==> config.mk <==
export PLATFORM = sky130hd
export DESIGN_NAME = vehicle_lamp_sequencer_top
export DESIGN_NICKNAME = d
export VERILOG_FILES = /design/src/hw/rtl/vls_pkg.sv /design/src/hw/rtl/vls_cfg_regs.sv /design/src/hw/rtl/vls_turn.sv /design/src/hw/rtl/vls_stop.sv /design/src/hw/rtl/vls_run.sv /design/src/hw/rtl/vehicle_lamp_sequencer_top.sv
export VERILOG_INCLUDE_DIRS = /design/src /design/src/hw/rtl
export SDC_FILE = /design/constraint.sdc
export NUM_CORES = 1
export LEC_CHECK = 0
export ABC_AREA = 1
export CORE_ASPECT_RATIO = 1.4
export CORE_MARGIN = 2
export CORE_UTILIZATION = 27
export DETAILED_ROUTE_END_ITERATION = 10
export DONT_BUFFER_PORTS = 1
export MAX_ROUTING_LAYER = met4
export PLACE_DENSITY_LB_ADDON = 0.15
export SYNTH_ARGS = -nofsm -noshare
export SYNTH_HDL_FRONTEND = slang
export SYNTH_SLANG_ARGS = --single-unit
==> constraint.sdc <==
create_clock -name clk_i -period 3.2 [get_ports clk_i]
set_input_delay 0.64 -clock clk_i [delete_from_list [all_inputs] [get_ports clk_i]]
set_output_delay 0.64 -clock clk_i [all_outputs]
set_load 0.05 [all_outputs]
==> src/hw/rtl/vehicle_lamp_sequencer_top_defines.svh <==
// ----------------------------------------------------------------------------
// Lamp sequencer assertion macros
// Concurrent assertion helpers on clk_i, with and without reset disable.
// ----------------------------------------------------------------------------
`ifndef VEHICLE_LAMP_SEQUENCER_TOP_DEFINES_SVH
`define VEHICLE_LAMP_SEQUENCER_TOP_DEFINES_SVH

`ifndef ASSERT_OFF
`define VLS_ASSERT(lbl, prop) \
  lbl: assert property (@(posedge clk_i) disable iff (!rst_ni) (prop)) \
    else $error("lamp sequencer assertion failed");
`define VLS_ASSERT_NORST(lbl, prop) \
  lbl: assert property (@(posedge clk_i) (prop)) \
    else $error("lamp sequencer assertion failed");
`else
`define VLS_ASSERT(lbl, prop)
`define VLS_ASSERT_NORST(lbl, prop)
`endif

`endif

==> src/hw/rtl/vls_pkg.sv <==
// ----------------------------------------------------------------------------
// Lamp sequencer package
// Register defaults, register indexes, turn phase codes and config type.
// ----------------------------------------------------------------------------
package vls_pkg;

  // Default geometry
  localparam int TURN_LEDS_DEFAULT   = 16;
  localparam int FLASH_SLOTS_DEFAULT = 15;
  localparam int FADE_STEPS_DEFAULT  = 10;

  // Register indexes
  localparam logic [2:0] REG_TURN_STEP  = 3'd0;
  localparam logic [2:0] REG_FLASH_SLOT = 3'd1;
  localparam logic [2:0] REG_FADE_STEP  = 3'd2;
  localparam logic [2:0] REG_REARM      = 3'd3;
  localparam logic [2:0] REG_LIT_LEVEL  = 3'd4;

  // Register reset values
  localparam logic [7:0]  TURN_STEP_RST  = 8'd16;
  localparam logic [7:0]  FLASH_SLOT_RST = 8'd45;
  localparam logic [9:0]  FADE_STEP_RST  = 10'd101;
  localparam logic [15:0] REARM_RST      = 16'd10000;
  localparam logic [7:0]  LIT_LEVEL_RST  = 8'd80;

  // Turn phase codes, also the turn_mode output encoding
  localparam logic [1:0] PH_IDLE  = 2'd0;
  localparam logic [1:0] PH_FILL  = 2'd1;
  localparam logic [1:0] PH_CLEAR = 2'd2;

  typedef struct packed {
    logic [7:0]  turn_step_ms;
    logic [7:0]  flash_slot_ms;
    logic [9:0]  fade_step_ms;
    logic [15:0] rearm_ms;
    logic [7:0]  lit_level;
  } cfg_t;

endpackage

==> src/hw/rtl/vls_cfg_regs.sv <==
// ----------------------------------------------------------------------------
// Lamp sequencer configuration registers
// Range-checked register file; writes outside a register's range are dropped.
// ----------------------------------------------------------------------------
module vls_cfg_regs
  import vls_pkg::*;
(
  input  logic        clk_i,
  input  logic        rst_ni,
  input  logic        wr_en_i,
  input  logic [2:0]  wr_index_i,
  input  logic [15:0] wr_data_i,
  output cfg_t        cfg_o
);

  cfg_t cfg_q, cfg_d;

  always_comb begin
    cfg_d = cfg_q;
    if (wr_en_i) begin
      unique case (wr_index_i)
        REG_TURN_STEP: begin
          if (wr_data_i != '0 && wr_data_i <= 16'd255) cfg_d.turn_step_ms = wr_data_i[7:0];
        end
        REG_FLASH_SLOT: begin
          if (wr_data_i != '0 && wr_data_i <= 16'd255) cfg_d.flash_slot_ms = wr_data_i[7:0];
        end
        REG_FADE_STEP: begin
          if (wr_data_i != '0 && wr_data_i <= 16'd1023) cfg_d.fade_step_ms = wr_data_i[9:0];
        end
        REG_REARM: begin
          if (wr_data_i != '0) cfg_d.rearm_ms = wr_data_i;
        end
        REG_LIT_LEVEL: begin
          if (wr_data_i <= 16'd255) cfg_d.lit_level = wr_data_i[7:0];
        end
        default: begin
          // unknown index: drop
        end
      endcase
    end
  end

  always_ff @(posedge clk_i or negedge rst_ni) begin
    if (!rst_ni) begin
      cfg_q.turn_step_ms  <= TURN_STEP_RST;
      cfg_q.flash_slot_ms <= FLASH_SLOT_RST;
      cfg_q.fade_step_ms  <= FADE_STEP_RST;
      cfg_q.rearm_ms      <= REARM_RST;
      cfg_q.lit_level     <= LIT_LEVEL_RST;
    end else begin
      cfg_q <= cfg_d;
    end
  end

  assign cfg_o = cfg_q;

endmodule

==> src/hw/rtl/vls_turn.sv <==
// ----------------------------------------------------------------------------
// Lamp sequencer turn channel
// Fill sweep then clear sweep over the strip; a started cycle always finishes.
// ----------------------------------------------------------------------------
module vls_turn
  import vls_pkg::*;
#(
  parameter int TurnLeds = TURN_LEDS_DEFAULT
) (
  input  logic       clk_i,
  input  logic       rst_ni,
  input  logic       step_i,
  input  logic       level_i,
  input  logic [7:0] step_ms_i,
  output logic [1:0] mode_o,
  output logic [7:0] head_o
);

  localparam logic [8:0] LedCount = 9'(TurnLeds);

  logic [1:0] phase_q, phase_d, phase_a;
  logic [7:0] head_q, head_d, head_a;
  logic [7:0] timer_q, timer_d, timer_a, timer_inc;

  always_comb begin
    phase_a = phase_q;
    head_a  = head_q;
    timer_a = timer_q;
    if (phase_q == PH_IDLE && level_i) begin
      phase_a = PH_FILL;
      head_a  = '0;
      timer_a = '0;
    end

    phase_d   = phase_a;
    head_d    = head_a;
    timer_d   = timer_a;
    timer_inc = timer_a + 8'd1;
    mode_o    = PH_IDLE;
    head_o    = '0;

    if (phase_a != PH_IDLE) begin
      mode_o  = phase_a;
      head_o  = head_a;
      timer_d = timer_inc;
      // advance the head when the step time is used up (or the timer wrapped)
      if (timer_inc >= step_ms_i || timer_inc == '0) begin
        timer_d = '0;
        if ({1'b0, head_a} + 9'd1 >= LedCount) begin
          head_d  = '0;
          phase_d = (phase_a == PH_FILL) ? PH_CLEAR : PH_IDLE;
        end else begin
          head_d = head_a + 8'd1;
        end
      end
    end
  end

  always_ff @(posedge clk_i or negedge rst_ni) begin
    if (!rst_ni) begin
      phase_q <= PH_IDLE;
      head_q  <= '0;
      timer_q <= '0;
    end else if (step_i) begin
      phase_q <= phase_d;
      head_q  <= head_d;
      timer_q <= timer_d;
    end
  end

endmodule

==> src/hw/rtl/vls_stop.sv <==
// ----------------------------------------------------------------------------
// Lamp sequencer stop channel
// Armed flash burst on press, steady light after, rearm timer after release.
// ----------------------------------------------------------------------------
module vls_stop
  import vls_pkg::*;
#(
  parameter int FlashSlots = FLASH_SLOTS_DEFAULT
) (
  input  logic        clk_i,
  input  logic        rst_ni,
  input  logic        step_i,
  input  logic        level_i,
  input  logic [7:0]  slot_ms_i,
  input  logic [15:0] rearm_ms_i,
  input  logic [7:0]  lit_level_i,
  output logic [7:0]  brightness_o
);

  localparam logic [4:0] SlotCount = 5'(FlashSlots);

  logic [3:0]  slot_q, slot_d;
  logic [7:0]  timer_q, timer_d, timer_inc;
  logic        armed_q, armed_d;
  logic        running_q, running_d;
  logic        pend_q, pend_d;
  logic [15:0] cnt_q, cnt_d;

  always_comb begin
    slot_d    = slot_q;
    timer_d   = timer_q;
    armed_d   = armed_q;
    running_d = running_q;
    pend_d    = pend_q;
    cnt_d     = cnt_q;

    // rearm countdown
    if (cnt_q != '0) begin
      cnt_d = cnt_q - 16'd1;
      if (cnt_q == 16'd1) begin
        armed_d = 1'b1;
        pend_d  = 1'b1;
      end
    end

    if (!running_q && level_i && armed_d) begin
      running_d = 1'b1;
      slot_d    = '0;
      timer_d   = '0;
      pend_d    = 1'b1;
    end

    timer_inc    = timer_d + 8'd1;
    brightness_o = '0;

    if (running_d) begin
      brightness_o = slot_d[0] ? lit_level_i : 8'd0;
      if (timer_inc >= slot_ms_i || timer_inc == '0) begin
        timer_d = '0;
        if ({1'b0, slot_d} + 5'd1 >= SlotCount) begin
          slot_d    = '0;
          running_d = 1'b0;
          armed_d   = 1'b0;
        end else begin
          slot_d = slot_d + 4'd1;
        end
      end else begin
        timer_d = timer_inc;
      end
    end else if (level_i) begin
      brightness_o = lit_level_i;
    end else if (pend_d) begin
      // first release tick: start the rearm timer
      cnt_d  = rearm_ms_i;
      pend_d = 1'b0;
    end
  end

  always_ff @(posedge clk_i or negedge rst_ni) begin
    if (!rst_ni) begin
      slot_q    <= '0;
      timer_q   <= '0;
      armed_q   <= 1'b1;
      running_q <= 1'b0;
      pend_q    <= 1'b1;
      cnt_q     <= '0;
    end else if (step_i) begin
      slot_q    <= slot_d;
      timer_q   <= timer_d;
      armed_q   <= armed_d;
      running_q <= running_d;
      pend_q    <= pend_d;
      cnt_q     <= cnt_d;
    end
  end

endmodule

==> src/hw/rtl/vls_run.sv <==
// ----------------------------------------------------------------------------
// Lamp sequencer running-light channel
// Stepped fade-in of 25 per step, then full brightness while the input holds.
// ----------------------------------------------------------------------------
module vls_run
  import vls_pkg::*;
#(
  parameter int FadeSteps = FADE_STEPS_DEFAULT
) (
  input  logic       clk_i,
  input  logic       rst_ni,
  input  logic       step_i,
  input  logic       level_i,
  input  logic [9:0] step_ms_i,
  output logic [7:0] brightness_o
);

  localparam logic [4:0] StepCount = 5'(FadeSteps);

  logic       pend_q, pend_d;
  logic [3:0] fstep_q, fstep_d;
  logic [9:0] timer_q, timer_d, timer_inc;
  logic [8:0] fade_lvl;

  assign fade_lvl  = 9'(fstep_q) * 9'd25;
  assign timer_inc = timer_q + 10'd1;

  always_comb begin
    pend_d       = pend_q;
    fstep_d      = fstep_q;
    timer_d      = timer_q;
    brightness_o = '0;

    if (pend_q && (level_i || fstep_q != '0 || timer_q != '0)) begin
      brightness_o = fade_lvl[8] ? 8'hFF : fade_lvl[7:0];
      if (timer_inc >= step_ms_i) begin
        timer_d = '0;
        if ({1'b0, fstep_q} + 5'd1 >= StepCount) begin
          fstep_d = '0;
          pend_d  = 1'b0;
        end else begin
          fstep_d = fstep_q + 4'd1;
        end
      end else begin
        timer_d = timer_inc;
      end
    end else if (!pend_q && level_i) begin
      brightness_o = 8'hFF;
    end else begin
      pend_d = 1'b1;
    end
  end

  always_ff @(posedge clk_i or negedge rst_ni) begin
    if (!rst_ni) begin
      pend_q  <= 1'b1;
      fstep_q <= '0;
      timer_q <= '0;
    end else if (step_i) begin
      pend_q  <= pend_d;
      fstep_q <= fstep_d;
      timer_q <= timer_d;
    end
  end

endmodule

==> src/hw/rtl/vehicle_lamp_sequencer_top.sv <==
// ----------------------------------------------------------------------------
// Vehicle lamp sequencer
// Turn sweep, stop flash and running-light fade driven by millisecond ticks.
// ----------------------------------------------------------------------------
// Usage:
//   Send one request per millisecond tick on the input channel (in_valid_i /
//   in_stall_o) carrying the turn, stop and run input levels. Each tick gives
//   exactly one result on the output channel (out_valid_o / out_stall_i):
//   turn strip mode and head index, stop and running strip brightness.
//   A request is captured into an input register, evaluated combinationally
//   against the channel state and written to the result register. One
//   request per cycle is sustained while the receiver does not stall; the
//   input register frees as soon as the result register can load.
//   When the receiver stalls, the result holds and the input register keeps
//   one waiting request, after which in_stall_o rises.
//   The user must make configuration writes (cfg_valid_i, always ready) only
//   while no request is in flight (not enforced by the block). Out-of-range
//   values and unknown indexes are dropped. Reset clears both registers' valid
//   flags, idles and arms the channels and loads the register defaults.
// ----------------------------------------------------------------------------
`include "vehicle_lamp_sequencer_top_defines.svh"

module vehicle_lamp_sequencer_top
  import vls_pkg::*;
#(
  parameter int TurnLeds   = TURN_LEDS_DEFAULT,
  parameter int FlashSlots = FLASH_SLOTS_DEFAULT,
  parameter int FadeSteps  = FADE_STEPS_DEFAULT
) (
  input  logic        clk_i,
  input  logic        rst_ni,
  input  logic        in_valid_i,
  output logic        in_stall_o,
  input  logic        turn_level_i,
  input  logic        stop_level_i,
  input  logic        run_level_i,
  output logic        out_valid_o,
  input  logic        out_stall_i,
  output logic [1:0]  turn_mode_o,
  output logic [7:0]  turn_head_o,
  output logic [7:0]  stop_brightness_o,
  output logic [7:0]  run_brightness_o,
  input  logic        cfg_valid_i,
  output logic        cfg_ready_o,
  input  logic [2:0]  cfg_index_i,
  input  logic [15:0] cfg_data_i
);

  cfg_t cfg;

  logic in_valid_q, in_valid_d;
  logic turn_q, stop_q, run_q;
  logic out_valid_q, out_valid_d;
  logic accept, advance;

  logic [1:0] mode;
  logic [7:0] head, stop_b, run_b;
  logic [1:0] mode_q;
  logic [7:0] head_q, stop_b_q, run_b_q;

  assign cfg_ready_o = 1'b1;

  vls_cfg_regs u_cfg (
    .clk_i      (clk_i),
    .rst_ni     (rst_ni),
    .wr_en_i    (cfg_valid_i),
    .wr_index_i (cfg_index_i),
    .wr_data_i  (cfg_data_i),
    .cfg_o      (cfg)
  );

  assign advance    = in_valid_q && (!out_valid_q || !out_stall_i);
  assign in_stall_o = in_valid_q && !advance;
  assign accept     = in_valid_i && !in_stall_o;

  always_comb begin
    in_valid_d = in_valid_q;
    if (accept) begin
      in_valid_d = 1'b1;
    end else if (advance) begin
      in_valid_d = 1'b0;
    end
    out_valid_d = advance || (out_valid_q && out_stall_i);
  end

  always_ff @(posedge clk_i or negedge rst_ni) begin
    if (!rst_ni) begin
      in_valid_q  <= 1'b0;
      out_valid_q <= 1'b0;
    end else begin
      in_valid_q  <= in_valid_d;
      out_valid_q <= out_valid_d;
    end
  end

  always_ff @(posedge clk_i) begin
    if (accept) begin
      turn_q <= turn_level_i;
      stop_q <= stop_level_i;
      run_q  <= run_level_i;
    end
  end

  vls_turn #(
    .TurnLeds (TurnLeds)
  ) u_turn (
    .clk_i     (clk_i),
    .rst_ni    (rst_ni),
    .step_i    (advance),
    .level_i   (turn_q),
    .step_ms_i (cfg.turn_step_ms),
    .mode_o    (mode),
    .head_o    (head)
  );

  vls_stop #(
    .FlashSlots (FlashSlots)
  ) u_stop (
    .clk_i        (clk_i),
    .rst_ni       (rst_ni),
    .step_i       (advance),
    .level_i      (stop_q),
    .slot_ms_i    (cfg.flash_slot_ms),
    .rearm_ms_i   (cfg.rearm_ms),
    .lit_level_i  (cfg.lit_level),
    .brightness_o (stop_b)
  );

  vls_run #(
    .FadeSteps (FadeSteps)
  ) u_run (
    .clk_i        (clk_i),
    .rst_ni       (rst_ni),
    .step_i       (advance),
    .level_i      (run_q),
    .step_ms_i    (cfg.fade_step_ms),
    .brightness_o (run_b)
  );

  always_ff @(posedge clk_i) begin
    if (advance) begin
      mode_q   <= mode;
      head_q   <= head;
      stop_b_q <= stop_b;
      run_b_q  <= run_b;
    end
  end

  assign out_valid_o       = out_valid_q;
  assign turn_mode_o       = mode_q;
  assign turn_head_o       = head_q;
  assign stop_brightness_o = stop_b_q;
  assign run_brightness_o  = run_b_q;

  // a waiting request is never dropped before it is evaluated
  `VLS_ASSERT(a_in_hold, in_valid_q && !advance |=> in_valid_q)
  // every evaluated request lands in the result register
  `VLS_ASSERT(a_adv_out, advance |=> out_valid_q)
  // a stalled result is not overwritten
  `VLS_ASSERT(a_no_overrun, out_valid_q && out_stall_i |-> !advance)
  // idle turn strip reports head zero
  `VLS_ASSERT(a_idle_head, out_valid_q && mode_q == PH_IDLE |-> head_q == 8'd0)

endmodule

==> flow_summary.toml <==
[yosys]
ys.flop_type = "dfrtp_1"
synth_area_leaders = "dfrtp_1 30%, edfxtp_1 11%, nand2_1 8.8%, ha_1 8.0%, inv_1 7.1%"
syn-mean-instance-area_um2 = 8.35
synth_edf_count = 29
synthArstFlopShare_pct = 80.0
synthCells = 974
synth_area_um2 = 8130
yosys_warnings = 0
yosys.area.top_type = "dfrtp_1"
yosysSeqAreaShare_pct = 46.7
synth_top_area_share_pct = 29.9
synth_cell_types = 45
syn-num-nets = 1054
ys_seq_elements = 145

[power]
finalPower_mw = 6.13
p_per_area_nw_per_um2 = 610
power_leakage_nw = 4.57
ir_worst_vdd_uv = 329

[setup_path]
crit_type = "reg2reg"
end_kind = "flip-flop"
reg2reg_depth = 27
required_ns = 3.52
r2r-start = "u_stop.cnt_q[0]"
r2r-end = "u_stop.slot_q[0]"
crit_start = "u_stop.cnt_q[0]"
critPathMaxFanout = 5
start_kind = "flip-flop"
crit_end = "u_stop.slot_q[0]"
rrSetupSlack_ns = 0.01
cp.arrival_ns = 3.51

[cts]
cts_tree = "built"
path_clk_slew_ns = 0.07
cts_root_buf = "clkbuf_16"
cts_sinks = 145
cts_made_buffers = 17
worstSkewPairLatency_ns = 0.43
cts_htree_levels = 4
clockBufferDepth = 2

[sta]
setup_viol = 0
relSlewSlack_pct = 28.8
hold_viol_final = 0
fin_skew_ns = 0.0132
min_period_over_period_pct = 99.7
period_needed_ns = 3.19
rsz0062_at_grt = "yes"
tightest_slew_ns = 1.06
fmax_ghz = 0.314
final-max-slew-violation-count = 0
setup_tns_ns = 0

[drt]
wl_per_cell_um = 14.7
vias = 6503
first_pass_iters = 5
ant_nets = 0
via_per_inst = 4.51
drt_iter0_drc = 235
wl_um = 21200
drc = 0

[place]
placed_cell_area_um2 = 8960
hpwl_um = 14800
io_buffers = 0
gp_congestion = 0.768
dp_cells = 1395

[floorplanning]
core_area_um2 = 29800
die_h_um = 209
die-area_um2 = 31500
die_x_um = 151
start_util_pct = 27.2
num_rows = 75
io_pins = 56

[final_layout]
mostFrequentLayoutCells = "184 x nand2_1, 147 x inv_1, 96 x dfrtp_1"
areaGrowthSynthToFinish_pct = 23.6
drive_above_1_share_pct = 19.9
final_common_cell = "nand2_1"
final_cells = 1441
fillers = 3199
largest_register_ffs = 50
antenna_cells = 0
nNetsFinal = 1123
final_area_um2 = 10000

[min_path]
hold_class = "in2async"

[run_status]
outcome = "complete, no violations"

[global_route]
grt_overflow_total = 0
grt.total_usage_pct = 14.4
antenna_found_initial = 0
grt_pass1_vias = 6515
grt_max_degree = 98
grt_pass1_wl_um = 34300

[job]
drv_cap = 0
logic make-up after synthesis:
kind of cell,synth area share [%]
xor gates and xnor gates,2.59
other,0.0461
AOI/OAI and AO/OA,12.6
buffers and inverters,8.56
and+or+nand+nor,20.5
DFF,46.7
muxes,0.693
adders and majority gates,8.25
Yosys cell counts (all sizes together) (7+ instances only):
library cell  instances
xor2                 21
nor2                101
nand2               201
nand4                15
o22ai                 7
buf                  10
edfxtp               29
dfrtp                97
inv                 155
o211ai                7
nand3                43
a21oi                38
o21ai               110
clkbuf               12
a31oi                 7
dfstp                19
ha                   52
nor3                 13
metal layers:
metal	up-vias	part of all wire [%]	GRT usage [%]
li1	3344	-	-
met1	3085	44	17.2
met2	63	53	25.1
met3	11	2.3	2.41
met4	0	0.90	3.54
met5	-	0	-
cell type report:
cell class	count	area, um^2	area share, %
inverter	156	593	5.90
multi-input combinational	653	3970	39.6
sequential	145	3800	37.8
clock inverter	9	114	1.13
timing repair buffer	70	564	5.62
tap	385	482	4.80
clock buffer	23	520	5.18
worst max-delay path, stage by stage (launching register included):
cell and delay, ns:
dfrtp_1 0.41, inv_2 0.10, ha_4 0.13, nor2_1 0.04
nand2_1 0.06, nor2_2 0.04, nand2_2 0.08, nand2_4 0.06
nand2_4 0.07, inv_4 0.05, nor2_4 0.13, ha_4 0.17
nand3_4 0.09, nor2_4 0.12, nand2_2 0.07, xnor2_2 0.19
inv_2 0.07, ha_4 0.27, nand2_4 0.05, nor4_4 0.31
a211oi_4 0.08, buf_6 0.14, nand2_8 0.08, nand3_2 0.07
nand2_2 0.07, inv_2 0.04, nand2_2 0.05, nand2_1 0.04
how the worst min path moves through the flow:
stage | to | slack, ns | cells past startpoint
2_1_floorplan | in_valid_q | 0.34 | 0
3_3_place_gp | u_cfg.cfg_o[2] | 0.35 | 0
3_5_place_dp | u_cfg.cfg_o[2] | 0.35 | 0
4_1_cts | u_cfg.cfg_o[4] | 0.03 | 0
5_1_grt | u_cfg.cfg_o[29] | 0.02 | 0
6_report | u_cfg.cfg_o[29] | 0.05 | 0
metrics by stage:
step                util (%)  hold WS, ns  setup slack (ns)
detailed placement      30.0        0.350            -0.168
finish                  33.7       0.0526            0.0107
global route            33.7       0.0241            -0.220
floorplan                  -        0.344           0.00928
global placement        30.0        0.351            -0.103
CTS                     32.4       0.0279            0.0225
power by group:
part	internal [mW]	switching [mW]
registers	2.16	0.390
clock network	1.31	0.828
logic	0.550	0.885
total	4.03	2.10
timing repair:
action                     in CTS  in global routing
hold endpoints to repair       97                  0
setup buffers                   2                 11
setup endpoints to repair      24                 46
hold buffers                    1                  0
gates cloned                    1                  1
gates resized for setup         7                 79
pin swaps                       4                 21
(Power assumes the default switching activity.)
